$ cat config.mk
export PLATFORM = sky130hd
export DESIGN_NAME = pip_dp
export DESIGN_NICKNAME = d
export VERILOG_FILES = /design/src/hdl/pip_pkg.sv /design/src/hdl/pip_dp.sv
export SDC_FILE = /design/constraint.sdc
export NUM_CORES = 2
export LEC_CHECK = 0
export BUFFER_PORTS_ARGS = -buffer_cell sky130_fd_sc_hd__buf_2
export CORE_ASPECT_RATIO = 0.8
export CORE_MARGIN = 1
export CORE_UTILIZATION = 64
export DETAILED_ROUTE_END_ITERATION = 12
export MAX_ROUTING_LAYER = met4
export PLACE_DENSITY = 0.78
export SLEW_MARGIN = 20
export SYNTH_ARGS = -nofsm -noshare
export SYNTH_HDL_FRONTEND = slang
export SYNTH_SLANG_ARGS = --single-unit
$ cat constraint.sdc
create_clock -name clk -period 8.1 [get_ports clk]
set_clock_uncertainty 0.05 [all_clocks]
set_input_delay 0 -clock clk [delete_from_list [all_inputs] [get_ports clk]]
set_output_delay 0 -clock clk [all_outputs]
set_load 0.01 [all_outputs]
$ cat src/hdl/pip_pkg.sv
// Package for the point-in-polygon tester: sizes, function codes, FSM states
// and the command/status structs shared by controller and datapath.
// No dependencies.
package pip_pkg;

	localparam int MAX_VERTICES = 64;
	localparam int COORD_WIDTH  = 16;
	localparam int MIN_POLY     = 3;

	localparam int IDX_W  = $clog2(MAX_VERTICES);
	localparam int CNT_W  = $clog2(MAX_VERTICES + 1);
	localparam int DIFF_W = COORD_WIDTH + 1;
	localparam int PROD_W = 2 * DIFF_W;

	localparam logic [1:0] FUNC_CLEAR  = 2'd0;
	localparam logic [1:0] FUNC_APPEND = 2'd1;
	localparam logic [1:0] FUNC_QUERY  = 2'd2;

	typedef enum logic [2:0] {
		ST_IDLE,
		ST_PRIME,
		ST_WALK,
		ST_DRAIN,
		ST_RESULT
	} pip_state_t;

	typedef struct packed {
		logic             accept;
		logic             rd_en;
		logic             rd_prime;
		logic [IDX_W-1:0] rd_addr;
		logic             load_out;
	} pip_cmd_t;

	typedef struct packed {
		logic [CNT_W-1:0] count;
		logic             busy;
	} pip_stat_t;

endpackage

$ cat src/hdl/pip_dp.sv
// Datapath for the point-in-polygon tester: vertex memories, vertex count,
// overflow flag, three-stage edge test and result register. Depends on pip_pkg.
module pip_dp (
	input  logic                                 clk,
	input  logic                                 arst_n,
	input  logic [1:0]                           func,
	input  logic signed [pip_pkg::COORD_WIDTH-1:0] coord_x,
	input  logic signed [pip_pkg::COORD_WIDTH-1:0] coord_y,
	input  pip_pkg::pip_cmd_t                    cmd,
	output pip_pkg::pip_stat_t                   stat,
	output logic                                 inside_res,
	output logic                                 polygon_valid,
	output logic                                 overflowed
);
	import pip_pkg::*;

	logic signed [COORD_WIDTH-1:0] mem_x [MAX_VERTICES];
	logic signed [COORD_WIDTH-1:0] mem_y [MAX_VERTICES];

	logic [CNT_W-1:0]              count_q;
	logic                          ovf_q;
	logic                          wr_en;
	logic signed [COORD_WIDTH-1:0] px_q, py_q;
	logic signed [COORD_WIDTH-1:0] rdx_q, rdy_q;
	logic                          rdv_q, prime_q;
	logic signed [COORD_WIDTH-1:0] xo_q, yo_q;

	logic                          straddle, swap;
	logic signed [COORD_WIDTH-1:0] x1, y1, x2, y2;
	logic signed [DIFF_W-1:0]      da, db, dc, dd;

	logic                          v_s1, str_s1;
	logic signed [DIFF_W-1:0]      da_s1, db_s1, dc_s1, dd_s1;
	logic                          v_s2, str_s2;
	logic signed [PROD_W-1:0]      pl_s2, pr_s2;
	logic                          inside_q;

	assign wr_en = cmd.accept && func == FUNC_APPEND &&
		count_q < CNT_W'(MAX_VERTICES);

	always_ff @(posedge clk) begin
		if (wr_en) begin
			mem_x[count_q[IDX_W-1:0]] <= coord_x;
			mem_y[count_q[IDX_W-1:0]] <= coord_y;
		end
		if (cmd.rd_en) begin
			rdx_q <= mem_x[cmd.rd_addr];
			rdy_q <= mem_y[cmd.rd_addr];
		end
	end

	always_ff @(posedge clk or negedge arst_n) begin
		if (!arst_n) begin
			count_q <= '0;
			ovf_q   <= 1'b0;
			rdv_q   <= 1'b0;
			prime_q <= 1'b0;
			v_s1    <= 1'b0;
			v_s2    <= 1'b0;
		end else begin
			if (cmd.accept && func == FUNC_CLEAR) begin
				count_q <= '0;
				ovf_q   <= 1'b0;
			end else if (cmd.accept && func == FUNC_APPEND) begin
				if (wr_en)
					count_q <= count_q + CNT_W'(1);
				else
					ovf_q <= 1'b1;
			end
			rdv_q   <= cmd.rd_en;
			prime_q <= cmd.rd_prime;
			v_s1    <= rdv_q && !prime_q;
			v_s2    <= v_s1;
		end
	end

	// edge from previous vertex (xo, yo) to the one just read
	always_comb begin
		straddle = ((rdx_q < px_q) == (px_q <= xo_q));
		swap     = (rdx_q > xo_q);
		x1 = swap ? xo_q : rdx_q;
		y1 = swap ? yo_q : rdy_q;
		x2 = swap ? rdx_q : xo_q;
		y2 = swap ? rdy_q : yo_q;
		da = DIFF_W'(py_q) - DIFF_W'(y1);
		db = DIFF_W'(x2) - DIFF_W'(x1);
		dc = DIFF_W'(y2) - DIFF_W'(y1);
		dd = DIFF_W'(px_q) - DIFF_W'(x1);
	end

	always_ff @(posedge clk) begin
		if (cmd.accept && func == FUNC_QUERY) begin
			px_q     <= coord_x;
			py_q     <= coord_y;
			inside_q <= 1'b0;
		end else if (v_s2 && str_s2 && (pl_s2 < pr_s2)) begin
			inside_q <= ~inside_q;
		end
		if (rdv_q) begin
			xo_q <= rdx_q;
			yo_q <= rdy_q;
		end
		str_s1 <= straddle;
		da_s1  <= da;
		db_s1  <= db;
		dc_s1  <= dc;
		dd_s1  <= dd;
		str_s2 <= str_s1;
		// operands sign-extended first so the full product is kept
		pl_s2  <= PROD_W'(da_s1) * PROD_W'(db_s1);
		pr_s2  <= PROD_W'(dc_s1) * PROD_W'(dd_s1);
		if (cmd.load_out) begin
			inside_res    <= inside_q;
			polygon_valid <= (count_q >= CNT_W'(MIN_POLY));
			overflowed    <= ovf_q;
		end
	end

	assign stat.count = count_q;
	assign stat.busy  = rdv_q || v_s1 || v_s2;

endmodule

---- Yosys cells after proc, flatten, opt, wreduce, memory -nomap -nowiden ----
Memory sizes are Yosys's and may differ from the RTL's. A register that Yosys moved wholly into a read port is not among the register bits.
Index checks and enable logic that the tools add are counted.
word-level totals
  bits in read-only memories .............. 0
  memory bits (writable) .................. 2,048
  output and inout port bits .............. 11
  input bits .............................. 46
  memories ................................ 2
  logic and storage cells ................. 69
  latch bits .............................. 0
  bits in registers ....................... 218
memories
  memory  depth  bits a word  rd ports  clocked after memory_dff  wr ports  line          RTL
  mem_x   64     16           1         1                         1         pip_dp.sv:17  logic signed [COORD_WIDTH-1:0] mem_x [MAX_VERTICES];
  mem_y   64     16           1         1                         1         pip_dp.sv:18  logic signed [COORD_WIDTH-1:0] mem_y [MAX_VERTICES];
cells by class
  mux-type cells .......................... 12
  multiply operators ...................... 2
  div/mod/pow operators ................... 0
  reduce and logical (&&, ||, !) cells .... 15
  bitwise operators ....................... 1
  add/sub/neg operators ................... 5
  shift operators ......................... 0
  equality and inequality tests ........... 4
  magnitude comparators ................... 6
operator list
  kind                                                  number
  multiplier 17 x 17 -> 34 bit                          2
  subtractor 16 x 16 -> 17 bit                          4
  2-to-1 mux 16 bit                                     4
  less-than comparator 34 bit                           1
  2-to-1 mux 7 bit                                      3
  greater-than comparator 16 bit                        1
  <= comparator 16 bit                                  1
  less-than comparator 16 bit                           1
  adder 7 x 1 -> 7 bit (second input constant)          1
  >= comparator 7 x 2 -> 1 bit (second input constant)  1
  logical AND 1 bit                                     7
  less-than comparator 7 bit (second input constant)    1
  2-to-1 mux 1 bit                                      5
  AND reduction 2 bit                                   2
  nonzero test 2 bit                                    2
  == test 2 x 1 -> 1 bit (second input constant)        1
  == test 2 bit (second input constant)                 1
  zero test 2 bit                                       1
  logical OR 1 bit                                      2
  != test 2 x 1 -> 1 bit (second input constant)        1
  == test 1 bit                                         1
  zero test 1 bit                                       1
  NOT 1 bit                                             1

---- Logic depth before layout (Yosys ltp) ----
  depth in word-level cells ............... 6
  mapped depth ............................ 29
  gate-level depth less buffers ........... 26

---- Worst setup path after synthesis ----
No wires, ideal clock.
  path type ............................... register to register
  start ................................... register db_s1[9]
  end ..................................... register pl_s2[33]
  setup slack ............................. 1.820 ns
  data required time ...................... 7.978 ns
  arrival ................................. 6.158 ns
  buffers on the path ..................... 2
  setup time .............................. 0.072 ns
  cell stages (with the launch flop) ...... 27
  period minus slack after synthesis ...... 6.280 ns
  cell sequence ........................... dfxtp_1 -> clkbuf_1 -> clkbuf_1 -> nand2_1 -> fa_1 -> inv_1 -> fa_1 -> inv_1 -> fa_1 -> inv_1 -> fa_1 -> fa_1 -> inv_1 -> fa_1 -> inv_1 -> ha_1 -> and3_1 -> a221oi_1 -> o21ai_0 -> o31a_1 -> a41oi_1 -> a21oi_1 -> nand4_1 -> a41oi_1 -> o21a_1 -> nor2_1 -> xnor2_1
on the way
  word-level cells in the longest chain between the ends .. 1
ends and longest elaborated chain
  element                       line           RTL
  start, declared               pip_dp.sv:33   logic signed [DIFF_W-1:0] da_s1, db_s1, dc_s1, dd_s1;
  start signal, assigned        pip_dp.sv:105  db_s1 <= db;
  multiplier 17 x 17 -> 34 bit  pip_dp.sv:110  pl_s2 <= PROD_W'(da_s1) * PROD_W'(db_s1);
  end signal, assigned          pip_dp.sv:110
  end, declared                 pip_dp.sv:35   logic signed [PROD_W-1:0] pl_s2, pr_s2;
Every way passes these cells.
A chain may end at the register's enable or synchronous reset.

---- Worst setup path in the final report ----
  start ................................... register dd_s1[2]
  end ..................................... register pr_s2[33]
on the way
  word-level cells in the longest chain between the ends .. 1
ends and longest elaborated chain
  element                       line           RTL
  start, declared               pip_dp.sv:33
  start signal, assigned        pip_dp.sv:107  dd_s1 <= dd;
  multiplier 17 x 17 -> 34 bit  pip_dp.sv:111  pr_s2 <= PROD_W'(dc_s1) * PROD_W'(dd_s1);
  end signal, assigned          pip_dp.sv:111
  end, declared                 pip_dp.sv:35
Every way passes these cells.

==> results.json <==
{
  "status": "finished, final reports clean",
  "drc_errors": 0,
  "crit_type": "flip-flop to flip-flop",
  "cp.depth": 21,
  "crit_required_ns": 8.87,
  "start_util": 0.645,
  "ys_warn_count": 0,
  "relSlewSlack": 0.202,
  "syn-cell-area_sq_um": 111000,
  "cp.arrival_ns": 8.03,
  "crit_family": "adder cells",
  "cpMostUsedCell": "fa_1",
  "final_nets": 7574,
  "worstReg2RegStart": "dd_s1[2]$_DFF_P_",
  "yosysMostFrequentCell": "edfxtp_1",
  "cts_root_buf": "clkbuf_16",
  "tns_ns": 0,
  "cpPeakStageDelay_ns": 0.76,
  "crit_end": "pr_s2[33]$_DFF_P_",
  "dp_hpwl_mm": 170,
  "endpoint_kind": "flip-flop",
  "wl_per_cell_um": 33.0,
  "cp_slowest_cell": "a221oi_1",
  "setup_viol_count_final": 0,
  "ys_seq_elements": 2298,
  "cts_tree": "done",
  "grt_pass1_vias": 62900,
  "clk_path_buf_depth": 3,
  "r2r_slack_ns": 0.84,
  "ys_top_cells_by_area": "edfxtp_1, mux4_2, fa_1",
  "reg2reg_depth": 21,
  "ctsResizeCount": 0,
  "synth_top_area_share": 0.580,
  "r2r-end": "pr_s2[33]$_DFF_P_",
  "drive_gt1_frac": 0.179,
  "synth_common_cells": "edfxtp_1, inv_1, mux4_2",
  "drt.antenna.violating_nets": 0,
  "finalWeightedCongestion": 0.943,
  "avgSynthCellArea_sq_um": 17.1,
  "async_flop_share": 0.00522,
  "coreArea_sq_um": 172000,
  "pin_count": 57,
  "crit_start": "dd_s1[2]$_DFF_P_",
  "synth_fp_nets": 7410,
  "min_from": "coord_y[0]",
  "grt_max_degree": 136,
  "yosysUniqueCellTypes": 92,
  "critPathMaxFanout": 17,
  "overflow": 0,
  "postCtsSetupBuffers": 0,
  "die_area_sq_um": 175000,
  "drv_slew": 0,
  "cts_buffers": 210,
  "wirelength_mm": 301,
  "worst_slew_pin_slew_ns": 1.16,
  "clk_latency_ns": 0.91,
  "cts_sinks": 2298,
  "yosysSeqAreaShare": 0.608,
  "hold_path.class": "primary input to flip-flop",
  "synth_top_area_cell": "edfxtp_1",
  "rsz0062_at_grt": "false",
  "cp_num_buf_inv": 1,
  "rows": 136,
  "die_y_um": 375,
  "hold_viol_final": 0,
  "drt_pass1_iterations": 6,
  "cp-start-kind": "flip-flop",
  "cap_violations": 0,
  "clkTransAtPathRegs_ns": 0.07,
  "track_usage": 0.367,
  "hold_buffers": 53,
  "areaGrowthSynthToFinish_pct": 9.93,
  "path_cells": "nand2_1 -> fa_1 -> fa_1 -> fa_1 -> fa_1 -> fa_1 -> fa_1 -> inv_1 -> ha_1 -> a21o_1 -> a21o_1 -> a21o_1 -> a21o_1 -> a21o_1 -> a221oi_1 -> o31ai_1 -> nand4_1 -> a32oi_1 -> a211o_1 -> a21oi_1 -> xnor2_1",
  "synth_flop_cell": "edfxtp_1",
  "die_x_um": 468,
  "synth_edf_count": 2147,
  "grt_pass1_wl_mm": 437,
  "drt_iter0_drc": 8873,
  "vias": 60800,
  "fmax_mhz": 138,
  "viasPerCell": 6.66,
  "io_buffers": 56,
  "antenna_found_initial": 28,
  "fin_crit_sh": 0.896,
  "netlist_instances": 6485,
  "timing.final.crit_period_ns": 7.26,
  "htree_levels": 4
}
==> per-layer routing <==
layer	GRT usage	part of all wire	wire, um	vias up
met4	0.131	0.041	12400	0
met5	-	0	0	-
li1	-	-	-	24300
met3	0.0746	0.12	35800	706
met1	0.507	0.37	111000	31500
met2	0.551	0.47	142000	4292
==> cell type report <==
class                   instances  area (sq um)
diodes                         15          37.5
clock buffers                 268          5510
clock inverters               124          1370
fillers                     10300         50000
inverters                     735          2760
multi-input cells            3187         40300
flip-flops and latches       2298         67600
well taps                    2277          2850
repair buffers                217          1810
==> layout by cell type (no fill, tap or decap), types with 12 or more instances in the layout <==
master | Yosys | layout
fa_1 | 594 | 594
nand3b_1 | 13 | 13
nand3_1 | 30 | 30
dfxtp_1 | 139 | 139
dlygate4sd3_1 | 0 | 53
buf_2 | 8 | 30
clkinvlp_4 | 0 | 13
nand2b_1 | 24 | 24
edfxtp_1 | 2147 | 2147
a31oi_1 | 12 | 12
nand4_1 | 18 | 18
and3_1 | 15 | 15
xnor2_1 | 86 | 86
diode_2 | 0 | 15
nor2b_1 | 38 | 38
nor3_1 | 24 | 22
a21o_1 | 50 | 50
clkbuf_1 | 184 | 55
a21oi_1 | 140 | 140
nor2_1 | 209 | 148
mux2i_1 | 13 | 12
o21bai_1 | 13 | 13
bufinv_16 | 0 | 17
inv_1 | 735 | 735
buf_4 | 2 | 122
clkinv_2 | 0 | 26
nor2_4 | 0 | 61
mux4_2 | 663 | 663
xor2_1 | 37 | 37
ha_1 | 285 | 285
and2_1 | 295 | 295
o21ai_0 | 75 | 75
nand2_1 | 365 | 365
maj3_1 | 18 | 18
dfrtp_1 | 12 | 12
clkinv_1 | 0 | 47
clkbuf_16 | 0 | 211
==> worst min path at each step <==
stage	to	cells after the start
after detailed placement	v_s1$_DFF_PN0_	1
after CTS	count_q[3]$_DFFE_PN0P_	5
after global routing	mem_y[56][0]$_DFFE_PP_	2
after global placement	v_s2$_DFF_PN0_	1
final	mem_y[56][0]$_DFFE_PP_	2
after floorplan	count_q[0]$_DFFE_PN0P_	0
==> stage by stage <==
| stage | setup slack, ns | instance area (sq um) | utilization | cells | hold slack [ns] |
|---|---|---|---|---|---|
| 2_1_floorplan | 1.82 | 111000 | - | 6485 | -0.346 |
| 3_3_place_gp | 0.974 | 115000 | 0.666 | 8660 | -0.0848 |
| 3_5_place_dp | 0.986 | 115000 | 0.666 | 8660 | -0.0769 |
| 4_1_cts | 1.02 | 122000 | 0.709 | 9105 | 0.168 |
| 5_1_grt | 0.646 | 122000 | 0.710 | 9120 | 0.0370 |
| 6_report | 0.840 | 122000 | 0.710 | 9121 | 0.0570 |
==> state kept, by name, summed over array words and instances, names as in the netlist, 7 cells and up <==
register,flops
rdy_q,16
px_q,16
da_s1,17
pl_s2,34
py_q,16
db_s1,17
rdx_q,16
mem_x,1024
pr_s2,34
dd_s1,17
dc_s1,17
xo_q,16
yo_q,16
mem_y,1024
count_q,7
==> cell families (layout without fill, tap and decap cells) <==
| kind of cell | count (synthesis) | in the layout | share of synthesized area |
|---|---|---|---|
| compound gates | 398 | 398 | 0.0230 |
| xor+xnor | 123 | 123 | 0.00969 |
| fa+ha+maj | 897 | 897 | 0.141 |
| buf+inv | 1000 | 1344 | 0.0341 |
| flops | 2298 | 2298 | 0.608 |
| mux | 687 | 687 | 0.137 |
| other cells | 0 | 15 | 0 |
| simple gates | 1082 | 1082 | 0.0482 |
Power is not shown: default switching activity piles up to over one toggle a cycle in this logic, so the estimate is an artifact.
